--- src/plm_pkg.sv ---
package plm_pkg;

  localparam int NumMonitorsDefault = 8;
  localparam int ParamCountDefault  = 256;
  localparam int MaxEvents          = 8;

  typedef enum logic [2:0] {
    FUNC_DEFINE  = 3'd0,
    FUNC_ENABLE  = 3'd1,
    FUNC_DISABLE = 3'd2,
    FUNC_DELETE  = 3'd3,
    FUNC_TICK    = 3'd4,
    FUNC_WRITE   = 3'd5
  } func_t;

  typedef enum logic [2:0] {
    ANS_ACCEPTED  = 3'd0,
    ANS_BAD_SLOT  = 3'd1,
    ANS_BUSY_SLOT = 3'd2,
    ANS_BAD_PARAM = 3'd3,
    ANS_UNDEFINED = 3'd4
  } answer_t;

  typedef enum logic [2:0] {
    ST_UNSELECTED = 3'd0,
    ST_UNCHECKED  = 3'd1,
    ST_WITHIN     = 3'd2,
    ST_BELOW      = 3'd3,
    ST_ABOVE      = 3'd4
  } status_t;

  localparam logic RESULT_ANSWER = 1'b0;
  localparam logic RESULT_EVENT  = 1'b1;

  // One slot record as held in the slot memory.
  typedef struct packed {
    logic [7:0]  param;
    logic [7:0]  interval;
    logic [7:0]  counter;
    logic [2:0]  status;
    logic        enabled;
    logic [15:0] low_limit;
    logic [15:0] low_report;
    logic [15:0] high_limit;
    logic [15:0] high_report;
  } slot_t;

  localparam int SlotWidth = $bits(slot_t);

  localparam slot_t SlotReset = '{
    param: 8'd0, interval: 8'd1, counter: 8'd0, status: ST_UNSELECTED, enabled: 1'b0,
    low_limit: 16'd0, low_report: 16'd0, high_limit: 16'd0, high_report: 16'd0
  };

  typedef struct packed {
    logic [2:0]  func;
    logic [15:0] monitor_index;
    logic [15:0] param_id;
    logic [7:0]  check_interval;
    logic [15:0] low_limit;
    logic [15:0] low_report_id;
    logic [15:0] high_limit;
    logic [15:0] high_report_id;
    logic [15:0] param_value;
  } cmd_t;

  typedef struct packed {
    logic        result_kind;
    logic [2:0]  answer_code;
    logic [15:0] rejected_id;
    logic [15:0] event_report_id;
    logic [7:0]  event_param;
    logic [15:0] event_value;
    logic [15:0] event_limit;
    logic        last_result;
  } res_t;

endpackage

--- src/plm_cmd_if.sv ---
interface plm_cmd_if;
  logic               valid;
  logic               ready;
  plm_pkg::cmd_t      payload;
  modport source (output valid, output payload, input ready);
  modport sink   (input valid, input payload, output ready);
endinterface

--- src/plm_res_if.sv ---
interface plm_res_if;
  logic               valid;
  logic               ready;
  plm_pkg::res_t      payload;
  modport source (output valid, output payload, input ready);
  modport sink   (input valid, input payload, output ready);
endinterface

--- src/plm_ram.sv ---
module plm_ram #(
  parameter int Width = 8,
  parameter int Depth = 8
) (
  input  logic                     clk,
  input  logic                     we,
  input  logic [$clog2(Depth)-1:0] waddr,
  input  logic [Width-1:0]         wdata,
  input  logic [$clog2(Depth)-1:0] raddr,
  output logic [Width-1:0]         rdata
);
  logic [Width-1:0] mem [Depth];

  always_ff @(posedge clk) begin
    if (we) begin
      mem[waddr] <= wdata;
    end
    rdata <= mem[raddr];
  end
endmodule

--- src/parameter_limit_monitor.sv ---
// Parameter limit monitor. Slot records and the parameter store sit in two
// single-port-read RAMs with registered read data; after reset a clearing
// pass writes both, during which no transaction is accepted. A command is
// accepted and its slot read in S_IDLE, read again in S_CREAD, then evaluated
// and written back in S_CEXEC while the answer goes to the output register,
// which S_CEXEC waits for while it is full; a write stores its parameter in
// S_CREAD and returns to idle. A tick walks the slots one at a time, each in
// three steps (slot read, parameter read, evaluate and write back), and waits
// while the output still has to drain an answer or event.
// Parameter ids are narrowed to the store address; parameter numbers at or
// above PARAM_COUNT are rejected at define and ignored at write.
module parameter_limit_monitor #(
  parameter int NUM_MONITORS = plm_pkg::NumMonitorsDefault,
  parameter int PARAM_COUNT  = plm_pkg::ParamCountDefault
) (
  input  logic      clk,
  input  logic      rst,
  plm_cmd_if.sink   cmd,
  plm_res_if.source res
);
  localparam int SlotAw  = (NUM_MONITORS > 1) ? $clog2(NUM_MONITORS) : 1;
  localparam int SlotDp  = 1 << SlotAw;
  localparam int ParAw   = (PARAM_COUNT > 1) ? $clog2(PARAM_COUNT) : 1;
  localparam int ParDp   = 1 << ParAw;
  localparam int ClrMax  = (SlotDp > ParDp) ? SlotDp : ParDp;
  localparam int ClrW    = $clog2(ClrMax) + 1;
  localparam int EvW     = $clog2(plm_pkg::MaxEvents) + 1;

  typedef enum logic [7:0] {
    S_CLEAR  = 8'b00000001,
    S_IDLE   = 8'b00000010,
    S_CREAD  = 8'b00000100,
    S_CEXEC  = 8'b00001000,
    S_TREAD  = 8'b00010000,
    S_TPAR   = 8'b00100000,
    S_TEXEC  = 8'b01000000,
    S_TDONE  = 8'b10000000
  } state_t;

  state_t state, state_next;
  plm_pkg::cmd_t cur;
  logic [ClrW-1:0] clr_cnt;
  logic [SlotAw:0] slot_idx;
  logic [EvW-1:0]  ev_cnt;

  // Pending last event of a tick: held until we know whether another follows.
  logic            pend_valid;
  plm_pkg::res_t   pend;

  logic            out_valid;
  plm_pkg::res_t   out_data;

  plm_pkg::slot_t  slot_rd, slot_wd;
  logic            slot_we;
  logic [SlotAw-1:0] slot_waddr, slot_raddr;
  logic [15:0]     par_rd, par_wd;
  logic            par_we;
  logic [ParAw-1:0] par_waddr, par_raddr;

  plm_ram #(.Width(plm_pkg::SlotWidth), .Depth(SlotDp)) u_slot_ram (
    .clk(clk), .we(slot_we), .waddr(slot_waddr), .wdata(slot_wd),
    .raddr(slot_raddr), .rdata(slot_rd)
  );

  plm_ram #(.Width(16), .Depth(ParDp)) u_par_ram (
    .clk(clk), .we(par_we), .waddr(par_waddr), .wdata(par_wd),
    .raddr(par_raddr), .rdata(par_rd)
  );

  logic out_free;
  assign out_free  = !out_valid || res.ready;
  assign cmd.ready = (state == S_IDLE) && !pend_valid;
  assign res.valid = out_valid;
  assign res.payload = out_data;

  logic accept;
  assign accept = cmd.valid && cmd.ready;

  logic mon_ok, pid_ok;
  assign mon_ok = cur.monitor_index < 16'(NUM_MONITORS);
  assign pid_ok = cur.param_id < 16'(PARAM_COUNT);

  // Tick evaluation of the slot just read.
  plm_pkg::slot_t tk_slot;
  logic           tk_event;
  plm_pkg::res_t  tk_res;
  always_comb begin
    tk_slot  = slot_rd;
    tk_event = 1'b0;
    tk_res   = '0;
    tk_res.result_kind = plm_pkg::RESULT_EVENT;
    tk_res.event_param = slot_rd.param;
    tk_res.event_value = par_rd;
    if (slot_rd.enabled) begin
      if (slot_rd.counter < slot_rd.interval) begin
        tk_slot.counter = slot_rd.counter + 8'd1;
      end else begin
        tk_slot.counter = 8'd0;
        if (slot_rd.status != plm_pkg::ST_UNSELECTED) begin
          if (slot_rd.status != plm_pkg::ST_ABOVE && slot_rd.status != plm_pkg::ST_BELOW) begin
            if (slot_rd.high_limit < par_rd) begin
              tk_event = 1'b1;
              tk_res.event_report_id = slot_rd.high_report;
              tk_res.event_limit     = slot_rd.high_limit;
              tk_slot.status         = plm_pkg::ST_ABOVE;
            end else if (slot_rd.low_limit > par_rd) begin
              tk_event = 1'b1;
              tk_res.event_report_id = slot_rd.low_report;
              tk_res.event_limit     = slot_rd.low_limit;
              tk_slot.status         = plm_pkg::ST_BELOW;
            end else if (slot_rd.status == plm_pkg::ST_UNCHECKED) begin
              tk_slot.status = plm_pkg::ST_WITHIN;
            end
          end else if (slot_rd.high_limit > par_rd && slot_rd.low_limit < par_rd) begin
            tk_slot.status = plm_pkg::ST_WITHIN;
          end
        end
      end
    end
  end

  // Command evaluation on the slot just read.
  plm_pkg::slot_t cm_slot;
  logic           cm_we, cm_ans;
  plm_pkg::res_t  cm_res;
  always_comb begin
    cm_slot = slot_rd;
    cm_we   = 1'b0;
    cm_ans  = 1'b1;
    cm_res  = '0;
    cm_res.result_kind = plm_pkg::RESULT_ANSWER;
    cm_res.last_result = 1'b1;
    cm_res.answer_code = plm_pkg::ANS_ACCEPTED;
    case (plm_pkg::func_t'(cur.func))
      plm_pkg::FUNC_DEFINE: begin
        if (!mon_ok) begin
          cm_res.answer_code = plm_pkg::ANS_BAD_SLOT;
          cm_res.rejected_id = cur.monitor_index;
        end else if (slot_rd.status != plm_pkg::ST_UNSELECTED) begin
          cm_res.answer_code = plm_pkg::ANS_BUSY_SLOT;
          cm_res.rejected_id = cur.monitor_index;
        end else if (!pid_ok) begin
          cm_res.answer_code = plm_pkg::ANS_BAD_PARAM;
          cm_res.rejected_id = cur.param_id;
        end else begin
          cm_we = 1'b1;
          cm_slot.param       = cur.param_id[7:0];
          cm_slot.interval    = cur.check_interval;
          cm_slot.counter     = 8'd0;
          cm_slot.status      = plm_pkg::ST_UNCHECKED;
          cm_slot.low_limit   = cur.low_limit;
          cm_slot.low_report  = cur.low_report_id;
          cm_slot.high_limit  = cur.high_limit;
          cm_slot.high_report = cur.high_report_id;
        end
      end
      plm_pkg::FUNC_ENABLE, plm_pkg::FUNC_DISABLE, plm_pkg::FUNC_DELETE: begin
        if (!mon_ok) begin
          cm_ans = 1'b0;
        end else if (slot_rd.status == plm_pkg::ST_UNSELECTED) begin
          cm_res.answer_code = plm_pkg::ANS_UNDEFINED;
          cm_res.rejected_id = cur.monitor_index;
        end else begin
          cm_we = 1'b1;
          if (cur.func == plm_pkg::FUNC_ENABLE) begin
            cm_slot.enabled = 1'b1;
            cm_slot.counter = 8'd0;
          end else if (cur.func == plm_pkg::FUNC_DISABLE) begin
            cm_slot.enabled = 1'b0;
          end else begin
            cm_slot.status = plm_pkg::ST_UNSELECTED;
          end
        end
      end
      default: cm_ans = 1'b0;
    endcase
  end

  logic [SlotAw-1:0] cur_slot;
  assign cur_slot = cur.monitor_index[SlotAw-1:0];
  logic [SlotAw-1:0] walk;
  assign walk = slot_idx[SlotAw-1:0];
  logic tk_emit;
  assign tk_emit = tk_event && (ev_cnt < EvW'(plm_pkg::MaxEvents));
  logic last_slot;
  assign last_slot = slot_idx == (SlotAw+1)'(NUM_MONITORS - 1);

  // Memory ports.
  always_comb begin
    slot_we    = 1'b0;
    slot_waddr = walk;
    slot_wd    = tk_slot;
    slot_raddr = walk;
    par_we     = 1'b0;
    par_waddr  = cur.param_id[ParAw-1:0];
    par_wd     = cur.param_value;
    par_raddr  = slot_rd.param[ParAw-1:0];
    case (state)
      S_CLEAR: begin
        slot_we    = clr_cnt < ClrW'(SlotDp);
        slot_waddr = clr_cnt[SlotAw-1:0];
        slot_wd    = plm_pkg::SlotReset;
        par_we     = clr_cnt < ClrW'(ParDp);
        par_waddr  = clr_cnt[ParAw-1:0];
        par_wd     = 16'd0;
      end
      S_IDLE: begin
        slot_raddr = cmd.payload.monitor_index[SlotAw-1:0];
        par_we     = 1'b0;
      end
      S_CREAD: begin
        slot_raddr = cur_slot;
        par_we     = (cur.func == plm_pkg::FUNC_WRITE) && pid_ok;
      end
      S_CEXEC: begin
        // Keep reading the addressed slot so a stalled output sees the same record.
        slot_raddr = cur_slot;
        slot_we    = cm_we && mon_ok && out_free;
        slot_waddr = cur_slot;
        slot_wd    = cm_slot;
      end
      S_TEXEC: begin
        slot_we = !(tk_emit && pend_valid && !out_free);
      end
      default: ;
    endcase
  end

  logic tex_go;
  assign tex_go = !(tk_emit && pend_valid && !out_free);

  // What the output register takes this cycle, if anything.
  logic          out_load;
  plm_pkg::res_t out_load_data;
  always_comb begin
    out_load      = 1'b0;
    out_load_data = pend;
    case (state)
      S_CEXEC: begin
        out_load      = out_free && cm_ans && (mon_ok || cur.func == plm_pkg::FUNC_DEFINE);
        out_load_data = cm_res;
      end
      S_TEXEC: out_load = tex_go && tk_emit && pend_valid;
      S_TDONE: begin
        out_load                  = pend_valid && out_free;
        out_load_data.last_result = 1'b1;
      end
      default: ;
    endcase
  end

  always_comb begin
    state_next = state;
    case (state)
      S_CLEAR:  if (clr_cnt == ClrW'(ClrMax - 1)) state_next = S_IDLE;
      S_IDLE:   if (accept) state_next = S_CREAD;
      S_CREAD: begin
        if (cur.func == plm_pkg::FUNC_TICK) state_next = S_TREAD;
        else if (cur.func == plm_pkg::FUNC_DEFINE || cur.func == plm_pkg::FUNC_ENABLE ||
                 cur.func == plm_pkg::FUNC_DISABLE || cur.func == plm_pkg::FUNC_DELETE)
          state_next = S_CEXEC;
        else state_next = S_IDLE;
      end
      S_CEXEC:  if (out_free) state_next = S_IDLE;
      S_TREAD:  state_next = S_TPAR;
      S_TPAR:   state_next = S_TEXEC;
      S_TEXEC:  if (tex_go) state_next = last_slot ? S_TDONE : S_TREAD;
      S_TDONE:  if (!pend_valid || out_free) state_next = S_IDLE;
      default:  state_next = S_CLEAR;
    endcase
  end

  always_ff @(posedge clk) begin
    if (rst) begin
      state      <= S_CLEAR;
      clr_cnt    <= '0;
      slot_idx   <= '0;
      ev_cnt     <= '0;
      pend_valid <= 1'b0;
      out_valid  <= 1'b0;
    end else begin
      state <= state_next;
      if (out_load) begin
        out_valid <= 1'b1;
        out_data  <= out_load_data;
      end else if (res.ready) begin
        out_valid <= 1'b0;
      end
      case (state)
        S_CLEAR: clr_cnt <= clr_cnt + ClrW'(1);
        S_CREAD: begin
          slot_idx <= '0;
          ev_cnt   <= '0;
        end
        S_TEXEC: begin
          if (tex_go) begin
            slot_idx <= slot_idx + (SlotAw+1)'(1);
            if (tk_emit) begin
              ev_cnt     <= ev_cnt + EvW'(1);
              pend_valid <= 1'b1;
              pend       <= tk_res;
            end
          end
        end
        S_TDONE: begin
          if (pend_valid && out_free) begin
            pend_valid <= 1'b0;
          end
        end
        default: ;
      endcase
      if (accept) cur <= cmd.payload;
    end
  end

  // A pending event only exists while a tick is being walked or finished.
  ap_pend_tick: assert property (@(posedge clk) disable iff (rst)
    pend_valid |-> (state == S_TREAD || state == S_TPAR || state == S_TEXEC ||
                    state == S_TDONE))
    else $error("pending event outside a tick");

  ap_ev_cap: assert property (@(posedge clk) disable iff (rst)
    ev_cnt <= EvW'(plm_pkg::MaxEvents))
    else $error("event count above limit");

  ap_no_accept_clear: assert property (@(posedge clk) disable iff (rst)
    (state == S_CLEAR) |-> !cmd.ready)
    else $error("accepted during clearing pass");

  ap_out_hold: assert property (@(posedge clk) disable iff (rst)
    (out_valid && !res.ready) |=> out_valid)
    else $error("result dropped");

endmodule
--- src/flat_wrapper.sv ---
// flat-port wrapper written by rule: the top's interface ports become plain ports
module parameter_limit_monitor_flat 
#(
  parameter int NUM_MONITORS = plm_pkg::NumMonitorsDefault,
  parameter int PARAM_COUNT  = plm_pkg::ParamCountDefault
)
  (clk, rst, cmd_valid, cmd_payload, cmd_ready, res_valid, res_payload, res_ready);
  plm_cmd_if cmd_i ();
  plm_res_if res_i ();
  input  logic clk;
  input  logic rst;
  input wire logic [$bits(cmd_i.valid)-1:0] cmd_valid;
  input wire logic [$bits(cmd_i.payload)-1:0] cmd_payload;
  output wire logic [$bits(cmd_i.ready)-1:0] cmd_ready;
  output wire logic [$bits(res_i.valid)-1:0] res_valid;
  output wire logic [$bits(res_i.payload)-1:0] res_payload;
  input wire logic [$bits(res_i.ready)-1:0] res_ready;
  assign cmd_i.valid = cmd_valid;
  assign cmd_i.payload = cmd_payload;
  assign cmd_ready = cmd_i.ready;
  assign res_valid = res_i.valid;
  assign res_payload = res_i.payload;
  assign res_i.ready = res_ready;
  parameter_limit_monitor #(.NUM_MONITORS(NUM_MONITORS), .PARAM_COUNT(PARAM_COUNT)) u_core (.clk(clk), .rst(rst), .cmd(cmd_i), .res(res_i));
endmodule
--- config.mk ---
export PLATFORM = sky130hd
export DESIGN_NAME = parameter_limit_monitor_flat
export DESIGN_NICKNAME = d
export VERILOG_FILES = /design/src/plm_pkg.sv /design/src/plm_cmd_if.sv /design/src/plm_res_if.sv /design/src/plm_ram.sv /design/src/parameter_limit_monitor.sv /design/src/flat_wrapper.sv
export SDC_FILE = /design/constraint.sdc
export NUM_CORES = 2
export LEC_CHECK = 0
export BUFFER_PORTS_ARGS = -buffer_cell sky130_fd_sc_hd__clkbuf_2
export CORE_ASPECT_RATIO = 0.8
export CORE_MARGIN = 2
export CORE_UTILIZATION = 55
export DETAILED_ROUTE_END_ITERATION = 10
export PLACE_DENSITY = 0.71
export SYNTH_ARGS = -nofsm -noshare
export SYNTH_HDL_FRONTEND = slang
export SYNTH_MEMORY_MAX_BITS = 65536
export SYNTH_SLANG_ARGS = --single-unit
--- constraint.sdc ---
create_clock -name clk -period 27.6 [get_ports clk]
set_clock_uncertainty 0.2 [all_clocks]
set_input_delay 4.14 -clock clk [delete_from_list [all_inputs] [get_ports clk]]
set_output_delay 4.14 -clock clk [all_outputs]
set_load 0.02 [all_outputs]
==> flow_summary.yaml <==
outcome:
  status: "completed"
clock_network:
  post-cts-setup-buffer-count: 0
  cts_buffers: 474
  insertion_delay_ps: 970
  postCtsHoldBufs: 0
  cts.htree.levels: 5
  cts_tree: "yes"
  clock_path_buffers: 4
  cts.sink_count: 5223
  cts.clk_slew.worst_paths_ps: 70
  clock-root-buffer: "sky130_fd_sc_hd__clkbuf_16"
  cts.repair.resized: 0
timing:
  worstMarginPinSlew_ps: 1333
  maximum_clock_rate_mhz: 122.8
  final.setup.tns_ps: 0
  unrepaired_setup_endpoints_after_global_routing: "no"
  finalSetupViolCount: 0
  slew_viol_final: 0
  final_min_period_over_clock_period: 0.2950
  timing_hold_violations_final: 0
  final.min_clock_period_ps: 8141
  max_slew_margin: 0.1031
synthesis:
  synth.yosys.seq_area_share: 0.7785
  yosysTopAreaCell: "sky130_fd_sc_hd__edfxtp_1"
  synth.net_count: 10090
  synth_cells: 9918
  synth_top_area_share: 0.7650
  muxShareOfSynthArea: 0.1240
  yosys_register_bits: 5223
  yosys.cell_types.count: 78
  synth_fa_ha_area_frac: 0.002756
  async_reset_ff_frac: 0
  dominant_combinational_cell_family_by_area_after_synthesis: "multiplexers"
  synth-simple-area-share: 0.04245
  synth_compound_gate_area_share: 0.03693
  yosysWarnings: 0
  syn_avg_cell_area_um2: 20.14
  synth_xor_area_frac: 0.0004385
  synth_area_mm2: 0.1997
  number_of_enable_flip_flop_cells_after_synthesis: 5088
  ys_dominant_reg_cell: "sky130_fd_sc_hd__edfxtp_1"
  post_synth_main_area_contributors: "sky130_fd_sc_hd__edfxtp_1, sky130_fd_sc_hd__mux4_2, sky130_fd_sc_hd__nand2_1, sky130_fd_sc_hd__dfxtp_1, sky130_fd_sc_hd__mux2i_1"
floorplan:
  design.core.area_mm2: 0.3609
  dieHeight_um: 543.0
  ioPinCount: 206
  effective_utilization_at_floorplan: 0.5535
  placementRows: 197
  die_w_um: 677.7
  die-area_mm2: 0.3680
place:
  routabilityCongestion: 0.8806
  placed_cells: 14760
  place.detailed.hpwl_um: 307800
  port-buffer-count: 205
drt:
  via_per_inst: 6.707
  remaining_drcs: 0
  drt-initial-drc-count: 16410
  antenna_violating_nets_post_route: 0
  post_drt_wl_per_cell_um: 33.31
  drt-pass1-iter-count: 6
  route.final.wire_length_um: 521100
  vias: 104900
min_path:
  timing.hold.worst.class: "reg -> reg"
setup_path:
  critPathRequiredTime_ps: 28240
  cp_num_cells: 10
  path_max_fanout: 90
  critPathTopFamily: "buffers and inverters"
  reg2reg_to: "u_core.u_par_ram.rdata[11]"
  rrSetupSlack_ps: 20820
  r2r.worst_path.cells: 10
  crit_path_start: "cmd_payload[106]"
  path_class: "in -> reg"
  worstPathBufferInverterCount: 4
  critical_path.endpoint: "u_core.u_slot_ram.rdata[43]"
  worstPathCellList: "clkbuf_2 > a22oi_1 > a2bb2oi_4 > buf_4 > buf_4 > buf_4 > nor2b_1 > a211oi_1 > a311oi_1 > a31o_2"
  critical-path-max-stage-delay_ps: 850
  cp-start-kind: "input port"
  worst_path_most_repeated_cell: "sky130_fd_sc_hd__buf_4"
  slowest_stage: "sky130_fd_sc_hd__a2bb2oi_4"
  critical_path.endpoint_type: "flop"
  worstPathArrival_ps: 8780
  rr_startpoint: "u_core.u_slot_ram.rdata[85]"
flow_run:
  drv_cap: 0
global_route:
  global_route.usage.total: 0.2794
  grt_max_degree: 194
  grt_pass1_wl_um: 739600
  grt_antenna_before_repair: 27
  first_global_vias: 100600
  overflow: 0
power:
  vdd.ir_drop.worst_uv: 98.48
  p_leak_nw: 71.30
  power.density_mw_per_mm2: 105.3
finish:
  layout-drive-gt1-share: 0.2338
  synthToLayoutAreaGrowth_pct: 11.55
  post_layout_nonfiller_instances: 15650
  nets: 10630
report_power, final:
part	switching (mW)	internal, mW	total [mW]
Sequential	0.294	10.3	10.5
Combinational	4.37	2.11	6.48
Clock	2.85	3.59	6.45
metrics by stage:
step                      cell area, um2  hold WS [ps]  setup WS (ps)  power [mW]    util
after CTS                         222700         278.6          19570       23.45  0.6172
after floorplan                   199700         202.9          13780       14.73       -
after global placement            207700         258.2          18780       16.90  0.5755
after detailed placement          207700         263.4          18570       17.09  0.5755
final                             222800         285.0          19460       23.47  0.6174
after global routing              222700         324.7          19100       24.14  0.6173
logic make-up after synthesis:
logic type | Yosys count
multiplexers | 1183
flip-flops | 5223
adder cells (fa/ha/maj) | 44
AO/OA/AOI/OAI | 1007
XOR/XNOR | 10
buffers and inverters | 609
AND/OR/NAND/NOR | 1842
cell usage after synthesis, drive strengths merged (7+ instances only):
cell type	instances
a211oi	117
a21o	7
a21oi	95
a221oi	43
a22o	96
a22oi	78
a311oi	92
a31o	93
a32oi	9
and2	76
and3	11
and4	15
buf	318
clkbuf	258
dfxtp	135
edfxtp	5088
ha	44
inv	33
mux2i	147
mux4	1032
nand2	770
nand2b	49
nand3	259
nand3b	22
nand4	14
nor2	376
nor2b	109
nor3	27
nor4	85
o211ai	19
o21ai	83
o22ai	223
o31ai	9
o32ai	15
or2	8
or3	8
xor2	7
routing by layer:
metal,routed length (um),share of wire,up-vias,GRT usage
met3,65460,0.13,917,0.06877
met4,17380,0.033,14,0.08871
met5,92,0.00018,-,0
met1,201200,0.39,54890,0.4132
li1,-,-,41910,-
met2,237000,0.45,7203,0.4155
flip-flops by register name, indices dropped and copies added (netlist names):
register	cells
u_core.clr_cnt	9
u_core.cur	123
u_core.ev_cnt	4
u_core.pend	56
u_core.pend_valid	1
u_core.res.payload	77
u_core.res.valid	1
u_core.slot_idx	4
u_core.state	8
u_core.u_par_ram.mem	4096
u_core.u_par_ram.rdata	16
u_core.u_slot_ram.mem	736
u_core.u_slot_ram.rdata	92
how the worst min path moves through the flow:
stage | startpoint | end | slack, ps | cells past startpoint
after floorplan | u_core.u_slot_ram.rdata[87] | u_core.pend[36] | 200 | 0
after global placement | u_core.slot_idx[3] | u_core.slot_idx[3] | 260 | 1
after detailed placement | u_core.slot_idx[3] | u_core.slot_idx[3] | 260 | 1
after CTS | u_core.slot_idx[3] | u_core.slot_idx[3] | 280 | 1
after global routing | u_core.slot_idx[3] | u_core.slot_idx[3] | 320 | 1
final | u_core.slot_idx[3] | u_core.slot_idx[3] | 280 | 1
area by class of cell:
type	count	area, um2
Antenna cell	24	60.06
Tap cell	4776	5976
Fill cell	24170	138100
Multi-Input combinational cell	4086	41620
Inverter	33	123.9
Timing Repair Buffer	645	4483
Sequential cell	5223	155500
Clock buffer	596	12540
Clock inverter	262	2494
placed cells by master (no fill, tap or decap), types with 117 or more instances in the layout:
master and count:
sky130_fd_sc_hd__a211oi_1 117, sky130_fd_sc_hd__buf_4 427, sky130_fd_sc_hd__clkbuf_16 479, sky130_fd_sc_hd__clkbuf_2 205, sky130_fd_sc_hd__dfxtp_1 130, sky130_fd_sc_hd__edfxtp_1 5088, sky130_fd_sc_hd__mux2i_1 147, sky130_fd_sc_hd__mux4_2 1032
sky130_fd_sc_hd__nand2_1 754, sky130_fd_sc_hd__nand3_1 258, sky130_fd_sc_hd__nor2_1 347, sky130_fd_sc_hd__o22ai_1 223
Note: power is estimated with default switching activity, not from simulation.
